--- src/hw/rtl/mfsr_pkg.sv ---
// Shared types, codes and constants for the monochrome framebuffer shape rasterizer.
// Depends on nothing; the other files of the block except mfsr_ram refer to it by scoped names.

package mfsr_pkg;

   // Default screen size in pixels.
   localparam int DEF_SCREEN_WIDTH  = 128;
   localparam int DEF_SCREEN_HEIGHT = 64;

   // Depth of the draw job queue between front and back.
   localparam int JOB_DEPTH = 4;

   // Bit mask of the leftmost pixel of a byte (pixels are packed MSB first).
   localparam logic [7:0] PIXEL_MSB = 8'h80;

   // Command codes.
   localparam logic [3:0] CMD_PIXEL     = 4'd0;
   localparam logic [3:0] CMD_LINE      = 4'd1;
   localparam logic [3:0] CMD_RECT      = 4'd2;
   localparam logic [3:0] CMD_RECT_FILL = 4'd3;
   localparam logic [3:0] CMD_CIRC      = 4'd4;
   localparam logic [3:0] CMD_CIRC_FILL = 4'd5;
   localparam logic [3:0] CMD_TRI       = 4'd6;
   localparam logic [3:0] CMD_TRI_FILL  = 4'd7;
   localparam logic [3:0] CMD_READ      = 4'd8;

   // Kinds of job that the back end carries out.
   typedef enum logic [1:0] {
      JOB_LINE,
      JOB_READ,
      JOB_END
   } job_kind_type;

   // One job: a line segment, a byte read, or the end of a drawing command.
   typedef struct packed {
      job_kind_type kind;
      logic [7:0]   x0;
      logic [7:0]   y0;
      logic [7:0]   x1;
      logic [7:0]   y1;
      logic [9:0]   addr;
   } job_type;

   // Front end sequencer states.
   typedef enum logic [2:0] {
      F_IDLE,
      F_LIST,
      F_RFILL,
      F_CSTEP,
      F_CEMIT,
      F_TFILL,
      F_END
   } front_state_type;

   // Back end states.
   typedef enum logic [2:0] {
      B_CLEAR,
      B_IDLE,
      B_PIX,
      B_WRITE,
      B_READW
   } back_state_type;

endpackage

--- src/hw/rtl/mfsr_fifo.sv ---
// Short job queue between the command front end and the drawing back end.
// Depends on mfsr_pkg for the job word type and the queue depth.

module mfsr_fifo (
   input  logic             clock,
   input  logic             reset,
   input  logic             push,
   input  mfsr_pkg::job_type push_data,
   output logic             full,
   input  logic             pop,
   output mfsr_pkg::job_type pop_data,
   output logic             empty
);

   localparam int PW = $clog2(mfsr_pkg::JOB_DEPTH);

   mfsr_pkg::job_type    slot_ff [mfsr_pkg::JOB_DEPTH];
   logic [PW-1:0]        wr_ptr_ff, wr_ptr_in;
   logic [PW-1:0]        rd_ptr_ff, rd_ptr_in;
   logic [PW:0]          count_ff, count_in;
   logic                 do_push, do_pop;

   assign full     = (count_ff == (PW+1)'(mfsr_pkg::JOB_DEPTH));
   assign empty    = (count_ff == '0);
   assign do_push  = push && !full;
   assign do_pop   = pop && !empty;
   assign pop_data = slot_ff[rd_ptr_ff];

   // Pointer and count updates.
   always_comb begin
      wr_ptr_in = do_push ? wr_ptr_ff + 1'b1 : wr_ptr_ff;
      rd_ptr_in = do_pop ? rd_ptr_ff + 1'b1 : rd_ptr_ff;
      count_in  = count_ff;
      if (do_push && !do_pop) begin
         count_in = count_ff + 1'b1;
      end else if (do_pop && !do_push) begin
         count_in = count_ff - 1'b1;
      end
   end

   always_ff @(posedge clock) begin
      if (reset) begin
         wr_ptr_ff <= '0;
         rd_ptr_ff <= '0;
         count_ff  <= '0;
      end else begin
         wr_ptr_ff <= wr_ptr_in;
         rd_ptr_ff <= rd_ptr_in;
         count_ff  <= count_in;
      end
   end

   // Payload storage needs no reset.
   always_ff @(posedge clock) begin
      if (do_push) begin
         slot_ff[wr_ptr_ff] <= push_data;
      end
   end

   // The front end never pushes into a full queue.
   assert property (@(posedge clock) disable iff (reset) push |-> !full)
      else $error("job pushed into a full queue");

   // The count never exceeds the depth.
   assert property (@(posedge clock) disable iff (reset)
      count_ff <= (PW+1)'(mfsr_pkg::JOB_DEPTH))
      else $error("job queue count out of range");

   // A pop without a push lowers the count by one.
   assert property (@(posedge clock) disable iff (reset)
      (do_pop && !do_push) |=> (count_ff == $past(count_ff) - 1'b1))
      else $error("job queue count did not drop on pop");

endmodule

--- config.mk ---
export PLATFORM = sky130hd
export DESIGN_NAME = mfsr_fifo
export DESIGN_NICKNAME = d
export VERILOG_FILES = /design/src/hw/rtl/mfsr_pkg.sv /design/src/hw/rtl/mfsr_fifo.sv
export SDC_FILE = /design/constraint.sdc
export NUM_CORES = 1
export LEC_CHECK = 0
export BUFFER_PORTS_ARGS = -buffer_cell sky130_fd_sc_hd__buf_2
export CAP_MARGIN = 20
export CORE_ASPECT_RATIO = 0.6
export CORE_MARGIN = 5
export CORE_UTILIZATION = 51
export DETAILED_ROUTE_END_ITERATION = 16
export HOLD_SLACK_MARGIN = 0.06
export PLACE_DENSITY = 0.79
export SYNTH_ARGS = -nofsm -noshare
export SYNTH_HDL_FRONTEND = slang
export SYNTH_SLANG_ARGS = --single-unit
--- constraint.sdc ---
create_clock -name clock -period 2.4 [get_ports clock]
set_input_delay 0.24 -clock clock [delete_from_list [all_inputs] [get_ports clock]]
set_output_delay 0.24 -clock clock [all_outputs]
set_load 0.01 [all_outputs]
Yosys cells after proc, flatten, opt, wreduce, memory -nomap -nowiden
Memories as Yosys holds them, arrays and structs flattened. A register that Yosys moved wholly into a read port is not among the register bits.
Index checks and enable logic that the tools add are counted.
{"block": "classes", "bitwise_logic": 0, "reduce_logical": 10, "add_sub_neg": 4, "shifts": 0, "magnitude_cmp": 0, "n_eq_ne": 1, "div": 0, "n_mul": 0, "muxes": 6}
{"cell": "two-way mux 3 bit", "n": 2}
{"cell": "adder 2 x 1 -> 2 bit (second input constant)", "n": 2}
{"cell": "logical AND 1 bit", "n": 4}
{"cell": "zero test 1 bit", "n": 4}
{"cell": "two-way mux 2 bit", "n": 2}
{"cell": "adder 3 x 1 -> 3 bit (second input constant)", "n": 1}
{"cell": "== test 3 bit (second input constant)", "n": 1}
{"cell": "zero test 3 bit", "n": 1}
{"cell": "subtractor 3 x 1 -> 3 bit (second input constant)", "n": 1}
{"cell": "two-way mux 1 bit", "n": 2}
{"cell": "nonzero test 2 bit", "n": 1}
{"block": "word_totals", "rom_bits": 0, "latch_bits": 0, "reg_bits": 7, "out_inout_bits": 46, "in_bits": 48, "n_memories": 1, "mem_bits_rw": 176}
{"memory": "slot_ff", "depth": 4, "word_bits": 44, "read_ports": 1, "rd_clocked_by_memory_dff": 1, "write_ports": 1, "line_no": "mfsr_fifo.sv:17", "text": "mfsr_pkg::job_type slot_ff [mfsr_pkg::JOB_DEPTH];"}

Depth between registers and ports, before layout
Gate-level depths: netlist of the first run.
{"block": "logic_depth", "depth_word": 7, "depth_mapped": 8, "mapped_depth_nobuf": 8}

Worst setup path before layout of the first run
Ideal clock, no wire load.
{"block": "synth_timing", "kind": "register to register", "from": "register count_ff[0]", "to": "memory slot_ff[0][0] (netlist bit), enable pin", "t_required_ps": 1994, "n_path_buf": 0, "arrival_time_ps": 1847, "path_slack_ps": 147, "stages_incl_launch_ff": 4, "setup_ps": 406, "period_less_slack_ps": 2253, "path_cell_list": "dfxtp_1 > nor3b_2 > nor2_2 > and2_1"}
{"block": "synth_via", "elab_chain_cells": 5}
{"element": "start: declaration", "line_no": "mfsr_fifo.sv:20", "text": "logic [PW:0] count_ff, count_in;"}
{"element": "start signal: assignment", "line_no": "mfsr_fifo.sv:49", "text": "count_ff <= count_in;"}
{"element": "== test 3 bit", "line_no": "mfsr_fifo.sv:23", "text": "assign full = (count_ff == (PW+1)'(mfsr_pkg::JOB_DEPTH));"}
{"element": "net full", "line_no": "mfsr_fifo.sv:9", "text": "output logic full,"}
{"element": "zero test 1 bit", "line_no": "mfsr_fifo.sv:25", "text": "assign do_push = push && !full;"}
{"element": "logical AND 1 bit", "line_no": "mfsr_fifo.sv:25"}
{"element": "net do_push", "line_no": "mfsr_fifo.sv:21", "text": "logic do_push, do_pop;"}
{"element": "two-way mux 1 bit", "line_no": "mfsr_fifo.sv:55", "text": "if (do_push) begin"}
{"element": "two-way mux 1 bit (not written as such)", "line_no": "mfsr_fifo.sv:56", "text": "slot_ff[wr_ptr_ff] <= push_data;"}
{"element": "end: declaration", "line_no": "mfsr_fifo.sv:17"}
The timed path passes the listed nets, and every way through them passes these cells.

Worst setup path in the final report of the first run
{"block": "layout_timing", "from": "register count_ff[1]", "to": "register count_ff[2]"}
{"block": "layout_via", "elab_chain_cells": 6, "word_cells_on_any_way": 15}
{"element": "== test 3 bit (*)", "line_no": "mfsr_fifo.sv:23"}
{"element": "zero test 1 bit (*)", "line_no": "mfsr_fifo.sv:25"}
{"element": "logical AND 1 bit (*)", "line_no": "mfsr_fifo.sv:25"}
{"element": "net do_push", "line_no": "mfsr_fifo.sv:21"}
{"element": "zero test 1 bit", "line_no": "mfsr_fifo.sv:36", "text": "end else if (do_pop && !do_push) begin"}
{"element": "logical AND 1 bit", "line_no": "mfsr_fifo.sv:36"}
{"element": "nonzero test 2 bit (no line)"}
Mark *: on every way through the listed nets, which the timed path passes. The rest lies on a longest branch. The select of a mux whose other input is x is not followed.
A chain may end at the register's enable or synchronous reset.

==> results of run 1 <==
## registers in the layout (all words and copies together) (netlist names), named ones only
signal	flops
count_ff	3
rd_ptr_ff	2
wr_ptr_ff	2
slot_ff	176
## synthesized netlist by cell type
cell      instances  share of area, %
a21oi_1           2              0.15
and2_1            4              0.36
buf_12            4               1.2
buf_2             4              0.29
buf_6             1              0.16
clkbuf_1          1             0.055
clkbuf_2          1             0.073
dfxtp_1           9               2.6
edfxtp_1        176                77
fa_1              1              0.29
ha_1              5              0.91
inv_1             4              0.22
mux2i_1           2              0.29
mux4_2           44                14
nand2b_1          2              0.18
nor2_1            5              0.27
nor2_2            1             0.091
nor3_1            1             0.073
nor3b_2           1              0.18
o21ai_0           2              0.15
o311ai_1          1              0.13
o31ai_2           1              0.18
or3_1             2              0.18
xor2_1            4              0.51
## worst max path at each step
stage                     start             to  slack [ns]
floorplan           count_ff[0]  slot_ff[0][0]        0.15
global placement    count_ff[0]    count_ff[2]        0.38
detailed placement  count_ff[0]    count_ff[2]        0.15
CTS                 count_ff[0]    count_ff[2]        0.12
global route        count_ff[1]    count_ff[2]        0.03
finish              count_ff[1]    count_ff[2]        0.15
## power by group
part	total, mW	switching (mW)	internal, mW	leakage (nW)
logic	1.99	0.946	1.04	0.970
clock network	2.55	1.12	1.43	0.264
registers	4.08	0.194	3.89	1.69
## per-layer routing
metal	global-route usage, %	vias to the layer above	routed length, µm
met5	0	-	0
met4	5.800	0	110
met3	4.473	10	695
met2	26.62	94	6093
met1	20.38	1668	5132
li1	-	1474	-
## area by class of cell
class	count	area, µm²	area share, %
clock inverters	13	121.4	1.421
multi-input cells	78	1267	14.84
inverters	4	15.01	0.1757
clock buffers	18	429.2	5.023
well taps	170	212.7	2.490
flip-flops and latches	185	5472	64.05
repair buffers	142	1026	12.01
## through the flow
| stage | total power [mW] | setup slack [ns] | std cells | hold WS (ns) | area [µm²] |
|---|---|---|---|---|---|
| 6_report | 8.621 | 0.1468 | 610 | 0.09894 | 8543 |
| 5_1_grt | 9.037 | 0.03488 | 610 | 0.07973 | 8543 |
| 4_1_cts | 8.740 | 0.1191 | 610 | 0.06259 | 8542 |
| 3_5_place_dp | 6.129 | 0.1475 | 537 | 0.4591 | 7571 |
| 3_3_place_gp | 6.057 | 0.3849 | 537 | 0.4498 | 7571 |
| 2_1_floorplan | 5.456 | 0.1472 | 278 | 0.3389 | 6863 |
## worst reg2reg max path: stages, from the launching register on
cell and delay (ns):
dfxtp_1 0.49, nor3b_2 0.13, nor2_2 0.20, ha_1 0.24
inv_1 0.07, fa_1 0.38, xor2_1 0.18, or3_1 0.32
a21oi_1 0.17
## timing repair
action | CTS | global route
setup endpoints to repair | 0 | 1
gates resized for setup | 0 | 1
endpoints found under the hold margin | 168 | 0
hold buffers | 42 | 0
## kinds of logic (layout without fill, tap and decap cells)
logic type      count (synthesis)  count (layout)  synth area share [%]
xor+xnor                        4               4                0.5104
simple gates                   16              16                 1.349
mux                            46              46                 14.73
buf+inv                        15             177                 1.969
flops                         185             185                 79.64
compound gates                  6               6                0.6016
fa+ha+maj                       6               6                 1.203
==> impl_metrics.py, run 1 <==
metrics = {
    "final_layout": {
        "final_cell_mix": "edfxtp_1, buf_2, mux4_2",
        "fillCellCount": 865,
        "area_growth_pct": 24.48,
        "layout.nets": 482,
        "drive_above_1_share_pct": 41.36,
        "fin_util_pct": 65.65,
        "diodes": 0,
        "layout_commonest_cell": "edfxtp_1",
    },
    "timing": {
        "rsz0062_at_grt": "no",
        "finalHoldViolCount": 0,
        "fin_crit_sh_pct": 93.88,
        "worstMarginPinSlew_ns": 0.4103,
        "setup_tns_ns": 0,
        "setup_viol": 0,
        "period_needed_ns": 2.253,
        "max_freq_mhz": 443.8,
        "finalClockSkew_ns": 0.01114,
        "finalMaxSlewViolations": 0,
        "max-slew-margin-rel_pct": 72.65,
    },
    "floorplanning": {
        "start_util_pct": 52.74,
        "ios": 94,
        "fp.coreArea_mm2": 0.01301,
        "die_area_mm2": 0.01595,
        "dieHeight_um": 99.86,
        "rows": 32,
        "die_w_um": 159.8,
    },
    "power": {
        "ir_worst_vdd_uv": 492.7,
        "powerDensity_mw_per_mm2": 1009,
        "p_leak_nw": 2.923,
    },
    "detailed_routing": {
        "drt-initial-drc-count": 169,
        "via_per_inst": 5.321,
        "postRouteAntennaNets": 0,
        "dr_total_vias": 3246,
        "routedWlPerCell_um": 19.72,
        "drc": 0,
        "wl_um": 12030,
        "drt_first_pass_iters": 6,
    },
    "grt": {
        "grt_pass1_wl_um": 18930,
        "grt_overflow": 0,
        "grt_usage_pct": 15.92,
        "antenna_found_initial": 0,
        "grt_pass1_vias": 3502,
        "grt_max_degree": 45,
    },
    "worst_setup_path": {
        "rr_worst_depth": 8,
        "start_kind": "flip-flop",
        "critPathKind": "reg2reg",
        "path_cells": "nor3b_2, nor2_2, ha_1, inv_1, fa_1, xor2_1, or3_1, a21oi_1",
        "arrival_ns": 2.59,
        "critical_path.top_delay_family": "simple AND/OR/NAND/NOR gates",
        "r2r_end": "count_ff[2]",
        "end_kind": "flip-flop",
        "cp.depth": 8,
        "reg2reg_slack_ns": 0.15,
        "cp_max_fo": 6,
        "crit_buf_inv": 1,
        "worstReg2RegStart": "count_ff[1]",
        "cp_slowest_cell": "dfxtp_1",
        "slowest_delay_ns": 0.49,
        "crit_required_ns": 2.74,
    },
    "yosys": {
        "synth_area_mm2": 0.006863,
        "ys_seq_elements": 185,
        "syn_inst": 278,
        "syn_area_per_cell_um2": 24.69,
        "syn_nets": 332,
        "ys_seq_area_share_pct": 79.64,
        "yosysWarnings": 0,
        "ys_types": 24,
    },
    "placed_design": {
        "dp_hpwl_um": 7200,
        "io_buffers": 93,
        "finalWeightedCongestion": 0.6986,
    },
    "min_path": {
        "min_from": "push_data[15]",
        "min_path_cells": 1,
        "holdCritPathClass": "in2reg",
        "min_to": "slot_ff[2][15]",
    },
    "flow_run": {
        "drv_cap": 0,
    },
    "clock_tree": {
        "htree_levels": 4,
        "clock_latency_ns": 0.41,
        "cts.sinks": 185,
        "cts_buffer_depth": 2,
        "cts_buffers": 17,
        "root_buffer": "clkbuf_16",
        "cts_tree": "done",
        "path_clk_slew_ns": 0.07,
        "postCtsSetupBuffers": 0,
    },
    "status": {
        "status": "complete, no violations",
    },
}
Power figures use the tool's default switching activity.
==> run 2, diff against run 1 <==
--- a/config.mk
+++ b/config.mk
@@ -8,9 +8,10 @@
 export BUFFER_PORTS_ARGS = -buffer_cell sky130_fd_sc_hd__buf_2
 export CAP_MARGIN = 20
 export CORE_ASPECT_RATIO = 0.6
-export CORE_MARGIN = 5
+export CORE_MARGIN = 1
 export CORE_UTILIZATION = 51
 export DETAILED_ROUTE_END_ITERATION = 16
+export GPL_TIMING_DRIVEN = 0
 export HOLD_SLACK_MARGIN = 0.06
 export PLACE_DENSITY = 0.79
 export SYNTH_ARGS = -nofsm -noshare
==> run 2 against run 1 <==
Against the previous run:
- design area rose by 1.2%
- combinational power increased by 7%
- sequential power shrank 2%
- register-to-register slack improved by 0.06 ns
- critical path depth did not move
- sequential share of layout area decreased by 0.86 points
- via count rose by 1.5%
- largest cell class unchanged
- routed wire length down 2.3%
- clock skew shrank 0.0057 ns
- largest power group unchanged
- highest routed layer unchanged
==> impl_metrics.py, run 2 (synthesis gave the netlist of run 1 again) <==
metrics = {
    "min_path": {
        "min_from": "reset",
        "holdCritPathClass": "in2reg",
        "min_to": "count_ff[0]",
        "min_path_cells": 2,
    },
    "worst_setup_path": {
        "worstReg2RegStart": "count_ff[0]",
        "path_cells": "nor3b_2, nor2_2, ha_1, inv_1, fa_1, xor2_1, or3_1, a21oi_1",
        "r2r_end": "count_ff[2]",
        "rr_worst_depth": 8,
        "start_kind": "flip-flop",
        "critPathKind": "reg2reg",
        "end_kind": "flip-flop",
        "cp_max_fo": 6,
        "cp_slowest_cell": "dfxtp_1",
        "slowest_delay_ns": 0.51,
        "arrival_ns": 2.54,
        "reg2reg_slack_ns": 0.21,
        "crit_required_ns": 2.75,
    },
    "power": {
        "powerDensity_mw_per_mm2": 1027,
        "p_leak_nw": 2.990,
        "ir_worst_vdd_uv": 650.3,
    },
    "flow_run": {
        "drv_cap": 0,
    },
    "clock_tree": {
        "path_clk_slew_ns": 0.06,
        "root_buffer": "clkbuf_16",
        "clock_latency_ns": 0.41,
        "htree_levels": 4,
        "cts_tree": "done",
        "cts_buffer_depth": 2,
        "postCtsSetupBuffers": 0,
        "cts_buffers": 17,
        "cts.sinks": 185,
    },
    "final_layout": {
        "final_cell_mix": "edfxtp_1, buf_2, mux4_2, dlygate4sd3_1, clkbuf_16",
        "largest_reg_flops": 176,
        "fillCellCount": 832,
        "top_register": "slot_ff",
        "layout.nets": 491,
        "diodes": 0,
        "drive_above_1_share_pct": 41.87,
        "top_regs": "slot_ff (176), count_ff (3)",
        "stdcell_area_mm2": 0.008650,
        "area_growth_pct": 26.03,
        "layout_commonest_cell": "edfxtp_1",
    },
    "detailed_routing": {
        "routedWlPerCell_um": 19.00,
        "dr_total_vias": 3296,
        "drt_first_pass_iters": 4,
        "drc": 0,
        "postRouteAntennaNets": 0,
        "via_per_inst": 5.325,
        "wl_um": 11760,
        "drt-initial-drc-count": 128,
    },
    "grt": {
        "grt_max_degree": 27,
        "grt_overflow": 0,
        "grt_pass1_vias": 3567,
        "grt_pass1_wl_um": 18260,
        "grt_usage_pct": 18.36,
        "antenna_found_initial": 0,
    },
    "floorplanning": {
        "dieHeight_um": 91.86,
        "die_w_um": 151.8,
        "rows": 32,
        "fp.coreArea_mm2": 0.01297,
        "start_util_pct": 52.90,
        "die_area_mm2": 0.01394,
        "ios": 94,
    },
    "placed_design": {
        "finalWeightedCongestion": 0.7475,
        "io_buffers": 92,
        "placed_cell_area_mm2": 0.007621,
        "dp_hpwl_um": 7007,
        "dp_slack_ns": 0.2386,
    },
    "timing": {
        "final.setup.worst_slack_ns": 0.2074,
        "worstMarginPinSlew_ns": 0.5846,
        "finalClockSkew_ns": 0.005444,
        "period_needed_ns": 2.193,
        "max_freq_mhz": 456.1,
        "finalMaxSlewViolations": 0,
        "fin_crit_sh_pct": 91.36,
        "max-slew-margin-rel_pct": 61.03,
        "setup_viol": 0,
        "setup_tns_ns": 0,
        "rsz0062_at_grt": "no",
        "finalHoldViolCount": 0,
    },
    "status": {
        "status": "complete, no violations",
    },
}
run 2: cell count changes in the layout (fill, tap and decap cells not counted):
cell / change
dfxtp_4: -1
clkinv_4: -2
buf_6: +1
dfxtp_1: +3
dlygate4sd3_1: +2
clkinv_2: +1
clkinv_1: -2
inv_6: +1
dfxtp_2: -2
bufinv_16: +1
buf_2: +3
inv_8: +2
buf_12: +1
clkbuf_2: +1
run 2: where the power goes:
part | switching [mW] | total (mW) | internal (mW)
clock network | 1.20 | 2.76 | 1.56
registers | 0.106 | 3.99 | 3.88
logic | 1.02 | 2.13 | 1.11
total | 2.33 | 8.88 | 6.55
run 2: area by class of cell:
class	instances	area [µm²]	area share, %
inverters	4	15.01	0.1736
flip-flops and latches	185	5465	63.19
multi-input cells	78	1267	14.65
plain buffers	11	120.1	1.389
clock buffers	17	425.4	4.918
well taps	170	212.7	2.459
repair buffers	140	980.9	11.34
clock inverters	14	162.7	1.881
run 2: worst max-delay path by stage:
| stage | start | end | slack, ns |
|---|---|---|---|
| 2_1_floorplan | count_ff[0] | slot_ff[0][0] | 0.15 |
| 3_3_place_gp | count_ff[0] | slot_ff[2][30] | -0.63 |
| 3_5_place_dp | count_ff[0] | count_ff[2] | 0.24 |
| 4_1_cts | count_ff[0] | count_ff[2] | 0.21 |
| 5_1_grt | count_ff[0] | count_ff[2] | 0.08 |
| 6_report | count_ff[0] | count_ff[2] | 0.21 |
run 2: worst max-delay path: cells and delay by family, from the launching register on:
family / cells / cell delay (ns)
simple gates: 3 / 0.63
fa+ha+maj: 2 / 0.62
flops: 1 / 0.51
compound gates: 1 / 0.13
buf+inv: 1 / 0.07
xor+xnor: 1 / 0.16
run 2: per-layer routing:
metal	vias to the layer above	wire, µm	share of wire [%]	GRT usage (%)
li1	1486	-	-	-
met1	1682	5014	43	23.29
met3	17	609	5.2	4.677
met2	111	6001	51	30.95
met5	-	0	0	0
met4	0	133	1.1	6.106
run 2: through the flow:
stage,util (%),power (mW),hold WS [ns],cells
floorplan,-,5.456,0.3389,278
global placement,58.09,6.094,0.4487,540
detailed placement,58.75,6.172,0.4564,544
CTS,66.68,8.981,0.1531,619
global route,66.68,9.263,0.1863,619
finish,66.68,8.883,0.1794,619
run 2: repair_timing:
item,CTS,global route
gates resized for setup,0,0
hold buffers,44,0
endpoints found under the hold margin,176,0
