===== config.mk =====
export PLATFORM = sky130hd
export DESIGN_NAME = mfsr_front
export DESIGN_NICKNAME = d
export VERILOG_FILES = /design/src/hw/rtl/mfsr_pkg.sv /design/src/hw/rtl/mfsr_front.sv
export SDC_FILE = /design/constraint.sdc
export NUM_CORES = 1
export LEC_CHECK = 0
export ABC_AREA = 1
export BUFFER_PORTS_ARGS = -buffer_cell sky130_fd_sc_hd__buf_2
export CAP_MARGIN = 20
export CORE_UTILIZATION = 31
export DETAILED_ROUTE_END_ITERATION = 12
export SLEW_MARGIN = 20
export SYNTH_ARGS = -nofsm -noshare
export SYNTH_HDL_FRONTEND = slang
export SYNTH_SLANG_ARGS = --single-unit

===== constraint.sdc =====
create_clock -name clock -period 13.7 [get_ports clock]
set_input_delay 0.685 -clock clock [delete_from_list [all_inputs] [get_ports clock]]
set_output_delay 0.685 -clock clock [all_outputs]
set_load 0.02 [all_outputs]

===== src/hw/rtl/mfsr_pkg.sv =====
// Shared types, codes and constants for the monochrome framebuffer shape rasterizer.
// Depends on nothing; the other files of the block except mfsr_ram refer to it by scoped names.

package mfsr_pkg;

   // Default screen size in pixels.
   localparam int DEF_SCREEN_WIDTH  = 128;
   localparam int DEF_SCREEN_HEIGHT = 64;

   // Depth of the draw job queue between front and back.
   localparam int JOB_DEPTH = 4;

   // Bit mask of the leftmost pixel of a byte (pixels are packed MSB first).
   localparam logic [7:0] PIXEL_MSB = 8'h80;

   // Command codes.
   localparam logic [3:0] CMD_PIXEL     = 4'd0;
   localparam logic [3:0] CMD_LINE      = 4'd1;
   localparam logic [3:0] CMD_RECT      = 4'd2;
   localparam logic [3:0] CMD_RECT_FILL = 4'd3;
   localparam logic [3:0] CMD_CIRC      = 4'd4;
   localparam logic [3:0] CMD_CIRC_FILL = 4'd5;
   localparam logic [3:0] CMD_TRI       = 4'd6;
   localparam logic [3:0] CMD_TRI_FILL  = 4'd7;
   localparam logic [3:0] CMD_READ      = 4'd8;

   // Kinds of job that the back end carries out.
   typedef enum logic [1:0] {
      JOB_LINE,
      JOB_READ,
      JOB_END
   } job_kind_type;

   // One job: a line segment, a byte read, or the end of a drawing command.
   typedef struct packed {
      job_kind_type kind;
      logic [7:0]   x0;
      logic [7:0]   y0;
      logic [7:0]   x1;
      logic [7:0]   y1;
      logic [9:0]   addr;
   } job_type;

   // Front end sequencer states.
   typedef enum logic [2:0] {
      F_IDLE,
      F_LIST,
      F_RFILL,
      F_CSTEP,
      F_CEMIT,
      F_TFILL,
      F_END
   } front_state_type;

   // Back end states.
   typedef enum logic [2:0] {
      B_CLEAR,
      B_IDLE,
      B_PIX,
      B_WRITE,
      B_READW
   } back_state_type;

endpackage


===== src/hw/rtl/mfsr_front.sv =====
// Command front end: accepts a command and breaks it into line, end or read jobs.
// Depends on mfsr_pkg for command codes, job word and state types.

module mfsr_front #(
   parameter int SCREEN_WIDTH  = mfsr_pkg::DEF_SCREEN_WIDTH,
   parameter int SCREEN_HEIGHT = mfsr_pkg::DEF_SCREEN_HEIGHT
) (
   input  logic              clock,
   input  logic              reset,
   input  logic              accept,
   input  logic [3:0]        cmd,
   input  logic [7:0]        ax,
   input  logic [7:0]        ay,
   input  logic [7:0]        bx,
   input  logic [7:0]        by,
   input  logic [7:0]        cx,
   input  logic [7:0]        cy,
   input  logic [7:0]        extent_w,
   input  logic [7:0]        extent_h,
   input  logic [7:0]        radius,
   input  logic [9:0]        read_addr,
   output logic              busy,
   output logic              job_push,
   output mfsr_pkg::job_type job,
   input  logic              job_full
);

   localparam logic [8:0] W9 = 9'(SCREEN_WIDTH);
   localparam logic [8:0] H9 = 9'(SCREEN_HEIGHT);

   mfsr_pkg::front_state_type state_ff, state_in;

   logic [3:0]        cmd_ff, cmd_in;
   logic [7:0]        ax_ff, ay_ff, bx_ff, by_ff, cx_ff, cy_ff;
   logic [9:0]        addr_ff;
   logic [7:0]        xw_ff, xw_in, yh_ff, yh_in;
   logic [8:0]        rows_ff, rows_in;
   logic [8:0]        cnt_ff, cnt_in;
   logic [2:0]        idx_ff, idx_in;
   logic signed [11:0] cf_ff, cf_in, cddx_ff, cddx_in, cddy_ff, cddy_in;
   logic [7:0]        cxo_ff, cxo_in, cyo_ff, cyo_in;
   logic [7:0]        tx_ff, tx_in, ty_ff, ty_in;
   logic [8:0]        num_ff, num_in;

   // Accept-time values.
   logic [8:0] sumx, sumy;
   logic       rect_ok;
   logic [7:0] in_ddx, in_ddy, in_den;

   // Circle points around the centre.
   logic [7:0] xp, xm, yp, ym, xpy, xmy, ypx, ymx;

   // Triangle walk values.
   logic [7:0] t_ddx, t_ddy, t_den, t_add;
   logic       t_xmaj, t_xup, t_yup;
   logic [8:0] t_sum;
   logic       t_ovf;

   // Circle step values.
   logic signed [11:0] c_ddy1, c_f1, c_ddx1;
   logic               c_fpos;

   // Output segment.
   logic [7:0] sx0, sy0, sx1, sy1;
   logic       list_last, emit_last;

   // Rectangle clip and triangle set-up from the incoming word.
   always_comb begin
      sumx    = {1'b0, ax} + {1'b0, extent_w};
      sumy    = {1'b0, ay} + {1'b0, extent_h};
      rect_ok = ({1'b0, ax} < W9) && ({1'b0, ay} < H9);
      in_ddx  = (cx >= bx) ? cx - bx : bx - cx;
      in_ddy  = (cy >= by) ? cy - by : by - cy;
      in_den  = (in_ddx >= in_ddy) ? in_ddx : in_ddy;
   end

   // Circle coordinates wrap modulo 256.
   always_comb begin
      xp  = ax_ff + cxo_ff;
      xm  = ax_ff - cxo_ff;
      yp  = ay_ff + cyo_ff;
      ym  = ay_ff - cyo_ff;
      xpy = ax_ff + cyo_ff;
      xmy = ax_ff - cyo_ff;
      ypx = ay_ff + cxo_ff;
      ymx = ay_ff - cxo_ff;
   end

   // Midpoint circle step.
   always_comb begin
      c_fpos = !cf_ff[11];
      c_ddy1 = c_fpos ? cddy_ff + 12'sd2 : cddy_ff;
      c_f1   = c_fpos ? cf_ff + c_ddy1 : cf_ff;
      c_ddx1 = cddx_ff + 12'sd2;
   end

   // Triangle fill walk from b toward c.
   always_comb begin
      t_ddx  = (cx_ff >= bx_ff) ? cx_ff - bx_ff : bx_ff - cx_ff;
      t_ddy  = (cy_ff >= by_ff) ? cy_ff - by_ff : by_ff - cy_ff;
      t_xmaj = (t_ddx >= t_ddy);
      t_den  = t_xmaj ? t_ddx : t_ddy;
      t_add  = t_xmaj ? t_ddy : t_ddx;
      t_xup  = (cx_ff >= bx_ff);
      t_yup  = (cy_ff >= by_ff);
      t_sum  = num_ff + {1'b0, t_add};
      t_ovf  = (t_sum >= {1'b0, t_den});
   end

   // Last entry of the fixed segment list and of one circle octant group.
   always_comb begin
      unique case (cmd_ff)
         mfsr_pkg::CMD_RECT, mfsr_pkg::CMD_CIRC: list_last = (idx_ff == 3'd3);
         mfsr_pkg::CMD_CIRC_FILL:                list_last = (idx_ff == 3'd4);
         mfsr_pkg::CMD_TRI:                      list_last = (idx_ff == 3'd2);
         default:                                list_last = 1'b1;
      endcase
      emit_last = (cmd_ff == mfsr_pkg::CMD_CIRC_FILL) ? (idx_ff == 3'd3) : (idx_ff == 3'd7);
   end

   // Output block: the segment or job word for the current state.
   always_comb begin
      sx0 = ax_ff;
      sy0 = ay_ff;
      sx1 = ax_ff;
      sy1 = ay_ff;
      job_push = 1'b0;
      unique case (state_ff)
         mfsr_pkg::F_LIST: begin
            job_push = 1'b1;
            unique case (cmd_ff)
               mfsr_pkg::CMD_LINE: begin
                  sx1 = bx_ff;
                  sy1 = by_ff;
               end
               mfsr_pkg::CMD_RECT: begin
                  unique case (idx_ff)
                     3'd0: begin sx1 = xw_ff; end
                     3'd1: begin sy0 = yh_ff; sx1 = xw_ff; sy1 = yh_ff; end
                     3'd2: begin sy1 = yh_ff; end
                     default: begin sx0 = xw_ff; sx1 = xw_ff; sy1 = yh_ff; end
                  endcase
               end
               mfsr_pkg::CMD_CIRC, mfsr_pkg::CMD_CIRC_FILL: begin
                  unique case (idx_ff)
                     3'd0: begin sy0 = yp; sy1 = yp; end
                     3'd1: begin sy0 = ym; sy1 = ym; end
                     3'd2: begin sx0 = xpy; sx1 = xpy; end
                     3'd3: begin sx0 = xmy; sx1 = xmy; end
                     default: begin sx0 = xmy; sx1 = xpy; end
                  endcase
               end
               mfsr_pkg::CMD_TRI: begin
                  unique case (idx_ff)
                     3'd0: begin sx0 = bx_ff; sy0 = by_ff; sx1 = cx_ff; sy1 = cy_ff; end
                     3'd1: begin sx0 = cx_ff; sy0 = cy_ff; end
                     default: begin sx1 = bx_ff; sy1 = by_ff; end
                  endcase
               end
               default: begin
               end
            endcase
         end
         mfsr_pkg::F_RFILL: begin
            job_push = 1'b1;
            sy0 = ay_ff + cnt_ff[7:0];
            sx1 = xw_ff;
            sy1 = sy0;
         end
         mfsr_pkg::F_CEMIT: begin
            job_push = 1'b1;
            if (cmd_ff == mfsr_pkg::CMD_CIRC_FILL) begin
               unique case (idx_ff[1:0])
                  2'd0: begin sx0 = xm;  sy0 = yp;  sx1 = xp;  sy1 = yp;  end
                  2'd1: begin sx0 = xp;  sy0 = ym;  sx1 = xm;  sy1 = ym;  end
                  2'd2: begin sx0 = xpy; sy0 = ypx; sx1 = xmy; sy1 = ypx; end
                  default: begin sx0 = xpy; sy0 = ymx; sx1 = xmy; sy1 = ymx; end
               endcase
            end else begin
               unique case (idx_ff)
                  3'd0: begin sx0 = xp;  sy0 = yp;  end
                  3'd1: begin sx0 = xm;  sy0 = yp;  end
                  3'd2: begin sx0 = xp;  sy0 = ym;  end
                  3'd3: begin sx0 = xm;  sy0 = ym;  end
                  3'd4: begin sx0 = xpy; sy0 = ypx; end
                  3'd5: begin sx0 = xmy; sy0 = ypx; end
                  3'd6: begin sx0 = xpy; sy0 = ymx; end
                  default: begin sx0 = xmy; sy0 = ymx; end
               endcase
               sx1 = sx0;
               sy1 = sy0;
            end
         end
         mfsr_pkg::F_TFILL: begin
            job_push = 1'b1;
            sx0 = tx_ff;
            sy0 = ty_ff;
         end
         mfsr_pkg::F_END: begin
            job_push = 1'b1;
         end
         default: begin
         end
      endcase
      job.x0   = sx0;
      job.y0   = sy0;
      job.x1   = sx1;
      job.y1   = sy1;
      job.addr = addr_ff;
      if (state_ff == mfsr_pkg::F_END) begin
         job.kind = (cmd_ff == mfsr_pkg::CMD_READ) ? mfsr_pkg::JOB_READ : mfsr_pkg::JOB_END;
      end else begin
         job.kind = mfsr_pkg::JOB_LINE;
      end
   end

   assign busy = (state_ff != mfsr_pkg::F_IDLE);

   // Next state.
   always_comb begin
      state_in = state_ff;
      unique case (state_ff)
         mfsr_pkg::F_IDLE: begin
            if (accept) begin
               unique case (cmd)
                  mfsr_pkg::CMD_PIXEL, mfsr_pkg::CMD_LINE, mfsr_pkg::CMD_CIRC,
                  mfsr_pkg::CMD_CIRC_FILL, mfsr_pkg::CMD_TRI:
                     state_in = mfsr_pkg::F_LIST;
                  mfsr_pkg::CMD_RECT:
                     state_in = rect_ok ? mfsr_pkg::F_LIST : mfsr_pkg::F_END;
                  mfsr_pkg::CMD_RECT_FILL:
                     state_in = rect_ok ? mfsr_pkg::F_RFILL : mfsr_pkg::F_END;
                  mfsr_pkg::CMD_TRI_FILL:
                     state_in = mfsr_pkg::F_TFILL;
                  default:
                     state_in = mfsr_pkg::F_END;
               endcase
            end
         end
         mfsr_pkg::F_LIST: begin
            if (!job_full && list_last) begin
               if (cmd_ff == mfsr_pkg::CMD_CIRC || cmd_ff == mfsr_pkg::CMD_CIRC_FILL) begin
                  state_in = mfsr_pkg::F_CSTEP;
               end else begin
                  state_in = mfsr_pkg::F_END;
               end
            end
         end
         mfsr_pkg::F_RFILL: begin
            if (!job_full && cnt_ff == rows_ff) begin
               state_in = mfsr_pkg::F_END;
            end
         end
         mfsr_pkg::F_CSTEP: begin
            state_in = (cxo_ff < cyo_ff) ? mfsr_pkg::F_CEMIT : mfsr_pkg::F_END;
         end
         mfsr_pkg::F_CEMIT: begin
            if (!job_full && emit_last) begin
               state_in = mfsr_pkg::F_CSTEP;
            end
         end
         mfsr_pkg::F_TFILL: begin
            if (!job_full && cnt_ff == {1'b0, t_den}) begin
               state_in = mfsr_pkg::F_END;
            end
         end
         mfsr_pkg::F_END: begin
            if (!job_full) begin
               state_in = mfsr_pkg::F_IDLE;
            end
         end
         default: state_in = mfsr_pkg::F_IDLE;
      endcase
   end

   // Working register updates.
   always_comb begin
      cmd_in  = cmd_ff;
      xw_in   = xw_ff;
      yh_in   = yh_ff;
      rows_in = rows_ff;
      cnt_in  = cnt_ff;
      idx_in  = idx_ff;
      cf_in   = cf_ff;
      cddx_in = cddx_ff;
      cddy_in = cddy_ff;
      cxo_in  = cxo_ff;
      cyo_in  = cyo_ff;
      tx_in   = tx_ff;
      ty_in   = ty_ff;
      num_in  = num_ff;
      unique case (state_ff)
         mfsr_pkg::F_IDLE: begin
            cmd_in  = cmd;
            xw_in   = (sumx >= W9) ? W9[7:0] : sumx[7:0];
            yh_in   = (sumy >= H9) ? H9[7:0] : sumy[7:0];
            rows_in = (sumy >= H9) ? H9 - {1'b0, ay} : {1'b0, extent_h};
            cnt_in  = '0;
            idx_in  = '0;
            cf_in   = 12'sd1 - $signed({4'b0, radius});
            cddx_in = 12'sd1;
            cddy_in = -$signed({3'b0, radius, 1'b0});
            cxo_in  = '0;
            cyo_in  = radius;
            tx_in   = bx;
            ty_in   = by;
            num_in  = {2'b0, in_den[7:1]};
         end
         mfsr_pkg::F_LIST, mfsr_pkg::F_CEMIT: begin
            if (!job_full) begin
               idx_in = (state_ff == mfsr_pkg::F_LIST ? list_last : emit_last) ?
                        3'd0 : idx_ff + 3'd1;
            end
         end
         mfsr_pkg::F_RFILL: begin
            if (!job_full) begin
               cnt_in = cnt_ff + 9'd1;
            end
         end
         mfsr_pkg::F_CSTEP: begin
            if (cxo_ff < cyo_ff) begin
               cddy_in = c_ddy1;
               cyo_in  = c_fpos ? cyo_ff - 8'd1 : cyo_ff;
               cxo_in  = cxo_ff + 8'd1;
               cddx_in = c_ddx1;
               cf_in   = c_f1 + c_ddx1;
            end
         end
         mfsr_pkg::F_TFILL: begin
            if (!job_full) begin
               cnt_in = cnt_ff + 9'd1;
               num_in = t_ovf ? t_sum - {1'b0, t_den} : t_sum;
               if (t_xmaj || t_ovf) begin
                  tx_in = t_xup ? tx_ff + 8'd1 : tx_ff - 8'd1;
               end
               if (!t_xmaj || t_ovf) begin
                  ty_in = t_yup ? ty_ff + 8'd1 : ty_ff - 8'd1;
               end
            end
         end
         default: begin
         end
      endcase
   end

   always_ff @(posedge clock) begin
      if (reset) begin
         state_ff <= mfsr_pkg::F_IDLE;
      end else begin
         state_ff <= state_in;
      end
   end

   // Captured command fields and walk registers.
   always_ff @(posedge clock) begin
      if (state_ff == mfsr_pkg::F_IDLE) begin
         ax_ff   <= ax;
         ay_ff   <= ay;
         bx_ff   <= bx;
         by_ff   <= by;
         cx_ff   <= cx;
         cy_ff   <= cy;
         addr_ff <= read_addr;
      end
      cmd_ff  <= cmd_in;
      xw_ff   <= xw_in;
      yh_ff   <= yh_in;
      rows_ff <= rows_in;
      cnt_ff  <= cnt_in;
      idx_ff  <= idx_in;
      cf_ff   <= cf_in;
      cddx_ff <= cddx_in;
      cddy_ff <= cddy_in;
      cxo_ff  <= cxo_in;
      cyo_ff  <= cyo_in;
      tx_ff   <= tx_in;
      ty_ff   <= ty_in;
      num_ff  <= num_in;
   end

endmodule


# Word-level counts from Yosys, hierarchy flattened
# Cells that the tools add are included.
[totals]
input_bits = 90
wordCells = 236
out_inout_bits = 46
reg_bits = 179
[op_classes]
mux = 82
magnitude_cmp = 12
n_reduce_logical = 40
eq_ne = 43
addsub = 36
[ops]
columns = ["operator", "count"]
rows = [
  ["8-bit case mux with 2 select lines", 13],
  ["8-bit two-way mux", 24],
  ["8-bit case mux with 3 select lines", 8],
  ["8-bit case mux with 4 select lines", 3],
  ["8-bit subtractor", 12],
  ["12-bit case mux with 2 select lines", 3],
  ["12-bit two-way mux", 5],
  ["8-bit greater-or-equal comparator", 6],
  ["8-bit adder", 5],
  ["9-bit case mux with 2 select lines", 2],
  ["3-bit two-way mux", 11],
  ["4-bit by 3-bit equality test with 1-bit output (second input constant)", 7],
  ["9-bit two-way mux", 3],
  ["2-bit inequality test (second input constant)", 13],
  ["12-bit adder", 2],
  ["12-bit by 3-bit adder with 12-bit output (second input constant)", 2],
  ["8-bit by 1-bit adder with 8-bit output (second input constant)", 3],
  ["8-bit by 1-bit subtractor with 8-bit output (second input constant)", 3],
  ["3-bit equality test (second input constant)", 7],
  ["3-bit case mux with 7 select lines", 1],
  ["2-bit OR reduction", 10],
  ["8-bit by 8-bit adder with 9-bit output", 2],
  ["3-bit by 2-bit equality test with 1-bit output (second input constant)", 4],
  ["4-bit by 2-bit equality test with 1-bit output (second input constant)", 3],
  ["other kinds (38)", 61],
]

# Longest topological paths before layout
[logic_depth]
ltp_word = 10
mapped_depth = 42
depth_no_buf = 39

# Worst setup path after synthesis
# Ideal clock, no wire load.
[synth_path]
path_type = "register to register"
from = "register state_ff[0]"
to = "register cddx_ff[10] (enable)"
synth_period_minus_slack_ns = 8.508
t_required_ns = 13.200
path_stages_with_launch = 6
setup_time_ns = 0.500
t_arrival_ns = 8.009
slack_ns = 5.192
n_path_buf = 0
cell_sequence = "dfxtp_1 > nor2_1 > inv_1 > nor2_1 > clkinv_1 > o21ai_0"
[synth_via]
elab_chain_len = 3
word_cells_on_any_way = 5
cone_classes = "eq/ne (2); reduce/logical (3)"
[synth_lines]
columns = ["element", "line", "text"]
rows = [
  ["start: declaration", "mfsr_front.sv:31", "mfsr_pkg::front_state_type state_ff, state_in;"],
  ["start signal: assignment", "mfsr_front.sv:348", "state_ff <= mfsr_pkg::F_IDLE;"],
  ["start signal: assignment", "mfsr_front.sv:350", "state_ff <= state_in;"],
  ["3-bit by 2-bit equality test with 1-bit output or 3-bit logical NOT (tied branches)", "mfsr_front.sv:292", "unique case (state_ff)"],
  ["2-bit inequality test (no source line) or 2-bit nonzero test (tied branches)", "--", ""],
  ["2-bit AND reduction (no source line) *", "--", ""],
  ["end signal: assignment", "mfsr_front.sv:372", "cddx_ff <= cddx_in;"],
  ["end: declaration", "mfsr_front.sv:40", "logic signed [11:0] cf_ff, cf_in, cddx_ff, cddx_in, cddy_ff, cddy_in;"],
]
# Mark *: on every way between the ends. The rest lies on a longest branch, timed or not.
# A chain may end at the register's enable or synchronous reset.

# Worst setup path in the final report
[layout_path]
from = "register cx_ff[0]"
to = "register tx_ff[5] (enable)"
[layout_via]
elab_chain_len = 9
word_cells_on_any_way = 12
cone_classes = "add/sub (3); order compare (3); eq/ne (1); mux (3); reduce/logical (2)"
[layout_lines]
columns = ["element", "line", "text"]
rows = [
  ["start: declaration", "mfsr_front.sv:34", "logic [7:0] ax_ff, ay_ff, bx_ff, by_ff, cx_ff, cy_ff;"],
  ["start signal: assignment", "mfsr_front.sv:361", "cx_ff <= cx;"],
  ["8-bit subtractor or 8-bit greater-or-equal comparator (tied branches)", "mfsr_front.sv:99", "t_ddx = (cx_ff >= bx_ff) ? cx_ff - bx_ff : bx_ff - cx_ff;"],
  ["8-bit two-way mux *", "mfsr_front.sv:99", ""],
  ["8-bit greater-or-equal comparator", "mfsr_front.sv:101", "t_xmaj = (t_ddx >= t_ddy);"],
  ["8-bit two-way mux", "mfsr_front.sv:103", "t_add = t_xmaj ? t_ddy : t_ddx;"],
  ["9-bit by 8-bit adder with 9-bit output", "mfsr_front.sv:106", "t_sum = num_ff + {1'b0, t_add};"],
  ["9-bit by 8-bit greater-or-equal comparator with 1-bit output", "mfsr_front.sv:107", "t_ovf = (t_sum >= {1'b0, t_den});"],
  ["1-bit logical OR *", "mfsr_front.sv:333", "if (t_xmaj || t_ovf) begin"],
  ["2-bit inequality test (no source line) *", "--", ""],
  ["3-bit AND reduction (no source line) *", "--", ""],
  ["end signal: assignment", "mfsr_front.sv:376", "tx_ff <= tx_in;"],
  ["end: declaration", "mfsr_front.sv:42", "logic [7:0] tx_ff, tx_in, ty_ff, ty_in;"],
]
# Marks and branches as above.

==> results_dict.tcl <==
set metrics [dict create \
    synth_adder_area_share_pct 15.9 \
    cpPeakStageDelay_ns 0.72 \
    worstSetupStartpointType "flop" \
    end_kind "flop" \
    dr.pass1.iters 6 \
    port_buffers 135 \
    grt_pass1_wl_um 113000 \
    cp_max_fo 25 \
    path_delay_family "compound AO/OA/AOI/OAI gates" \
    cts_setup_buffers 0 \
    die-area_um2 68700 \
    cts.path.max_buffers 2 \
    synth_edf_count 174 \
    ctsHoldBuffers 0 \
    grt_max_degree 72 \
    dp_hpwl_um 60100 \
    antennaDiodeCount 0 \
    reg2reg_to "tx_ff[5]" \
    cts_tree "built" \
    ys_seq_area_share_pct 25.2 \
    grt_usage_pct 21.7 \
    place_inst 3885 \
    clock-sinks 177 \
    multiInputGateArea_um2 13600 \
    final_cell_count_no_fill 3917 \
    die_y_um 262 \
    clock_latency_ns 0.50 \
    slowest_stage "a21oi_1" \
    fin_nets 3381 \
    start_util_pct 31.6 \
    slew_headroom_pct 33.5 \
    max_cap_violations 0 \
    r2r_slack_ns 6.17 \
    wl_per_cell_um 19.2 \
    yosys_register_bits 177 \
    first_iter_violations 2176 \
    synth-xor-area-share_pct 5.56 \
    clock.fmax_mhz 133 \
    synth_mux_area_share_pct 0.0955 \
    period_minus_slack_ns 7.53 \
    grt-ovfl-total 0 \
    regArea_um2 5290 \
    startpoint "cx_ff[0]" \
    tightest_slew_ns 0.991 \
    routed_via_density 5.34 \
    placed_cell_area_um2 22500 \
    fin_util_pct 34.9 \
    ys_warn_count 0 \
    critPathKind "reg -> reg" \
    cp_num_buf_inv 6 \
    synthArstFlopShare_pct 0 \
    outcome "complete, no violations" \
    drive_gt1_share_pct 9.01 \
    htree_levels 4 \
    synth_top_family_by_area "simple AND/OR/NAND/NOR gates" \
    setup_violations 0 \
    num_vias 20900 \
    yosysUniqueCellTypes 68 \
    totalNegativeSetupSlack_ns 0 \
    worstPathRequired_ns 13.83 \
    synth-simple-area-share_pct 24.7 \
    rsz0062_at_grt "false" \
    r2r-start "cx_ff[0]" \
    placementRows 94 \
    grt_pass1_vias 19000 \
    antenna_found_initial 2 \
    synth_compound_area_share_pct 18.5 \
    reg2reg_depth 35 \
    synthesis.area_um2 21000 \
    drv_slew 0 \
    die_w_um 262 \
    cp.arrival_ns 7.66 \
    synthFlopType "edfxtp_1" \
    pin_count 136 \
    syn_avg_cell_area_um2 7.10 \
    place.gp.congestion 0.967 \
    min_path_type "in -> reg" \
    finalHoldViolations 0 \
    fin_crit_sh_pct 55.0 \
    detail-route-antenna-nets 0 \
    worst_clock_skew_ns 0.00815 \
    nFillCells 7176 \
    postSynthCellCount 2951 \
    wirelength_um 75200 \
    drc 0 \
    clk_pin_slew_ns 0.08 \
    root_buffer "clkbuf_16" \
    cts_resized 0 \
    syn2layout_area_growth_pct 10.4 \
    syn-num-nets 3292 \
    setup.worst_path.end "tx_ff[5]" \
    final_area_um2 23100 \
    core-area_um2 66300 \
    crit_cells 35 \
    numCtsBuffers 17 \
]
==> how the worst min path moves through the flow <==
stage / startpoint / endpoint / slack [ns] / cells after the start
global placement: state_ff[1] / state_ff[1] / 0.50 / 2
detailed placement: state_ff[1] / state_ff[1] / 0.49 / 2
CTS: read_addr[1] / addr_ff[1] / 0.32 / 1
global route: read_addr[2] / addr_ff[2] / 0.33 / 1
finish: read_addr[1] / addr_ff[1] / 0.36 / 1
floorplan: state_ff[1] / state_ff[1] / 0.46 / 2
==> per-stage QoR <==
step	hold slack (ns)	worst slack, ns
2_1_floorplan	0.464	5.19
3_3_place_gp	0.496	6.40
3_5_place_dp	0.493	6.30
4_1_cts	0.318	6.26
5_1_grt	0.328	5.49
6_report	0.357	6.17
==> registers in the layout, summed over array words and instances (netlist names), 9 cells and up <==
name,flops
cnt_ff,9
num_ff,9
addr_ff,10
cddy_ff,11
cf_ff,12
rows_ff,9
cddx_ff,11
==> area by class of cell <==
type | instances | share of cell area (%)
Timing Repair Buffer | 151 | 3.44
Clock inverter | 15 | 0.881
Clock buffer | 17 | 1.84
Sequential cell | 177 | 22.8
Inverter | 460 | 7.48
Tap cell | 864 | 4.67
Multi-Input combinational cell | 2233 | 58.8
==> cells in the final DEF (no fill, tap or decap), drive strengths merged, types with 41 or more instances in the layout <==
| cell type | count |
|---|---|
| inv | 464 |
| nand4 | 41 |
| nand2 | 658 |
| buf | 151 |
| ha | 226 |
| nor2 | 239 |
| o21ai | 235 |
| edfxtp | 174 |
| o22ai | 41 |
| nand3 | 180 |
| xor2 | 100 |
| a21oi | 207 |
==> per-layer routing <==
layer	GRT usage [%]	vias up	share of wire, %
met5	0	-	0
met2	31.5	932	41
met3	5.07	96	9.7
li1	-	10200	-
met1	31.4	9711	47
met4	6.63	0	2.4
==> kinds of logic (layout without fill, tap and decap cells) <==
family                   Yosys count  in the layout
buffers and inverters            541            643
adder cells (fa/ha/maj)          251            251
AO/OA/AOI/OAI                    656            656
multiplexers                       2              2
AND/OR/NAND/NOR                 1190           1190
flip-flops                       177            177
other                              1              1
XOR/XNOR                         133            133
==> cell usage after synthesis, types with 4 or more instances <==
| cell type | count | share of area [%] |
|---|---|---|
| nand2_1 | 636 | 11 |
| inv_1 | 438 | 7.8 |
| o21ai_0 | 231 | 5.5 |
| ha_1 | 226 | 13 |
| nor2_1 | 225 | 4.0 |
| a21oi_1 | 204 | 4.9 |
| edfxtp_1 | 174 | 25 |
| nand3_1 | 171 | 4.1 |
| xor2_1 | 100 | 4.2 |
| clkbuf_1 | 58 | 1.0 |
| nand4_1 | 41 | 1.2 |
| o22ai_1 | 41 | 1.2 |
| o211ai_1 | 38 | 1.4 |
| xnor2_1 | 33 | 1.4 |
| nor3_1 | 27 | 0.64 |
| fa_1 | 25 | 2.4 |
| nand2_2 | 21 | 0.63 |
| o2111ai_1 | 21 | 0.88 |
| o221ai_1 | 21 | 0.88 |
| inv_2 | 18 | 0.32 |
| a221oi_1 | 16 | 0.67 |
| or2_2 | 16 | 0.48 |
| a211oi_1 | 13 | 0.47 |
| buf_2 | 13 | 0.31 |
| a31oi_1 | 11 | 0.33 |
| nand3b_1 | 9 | 0.32 |
| a21o_1 | 8 | 0.29 |
| nor2_4 | 8 | 0.43 |
| nand3_2 | 7 | 0.33 |
| o21bai_1 | 7 | 0.25 |
| o31ai_1 | 7 | 0.25 |
| a32oi_1 | 6 | 0.25 |
| nor2_2 | 6 | 0.18 |
| nor3b_1 | 6 | 0.21 |
| nor4_1 | 6 | 0.18 |
| a22oi_1 | 5 | 0.18 |
| buf_4 | 4 | 0.14 |
Power is not shown: default switching activity piles up to over one toggle a cycle in this logic, so the estimate is an artifact.
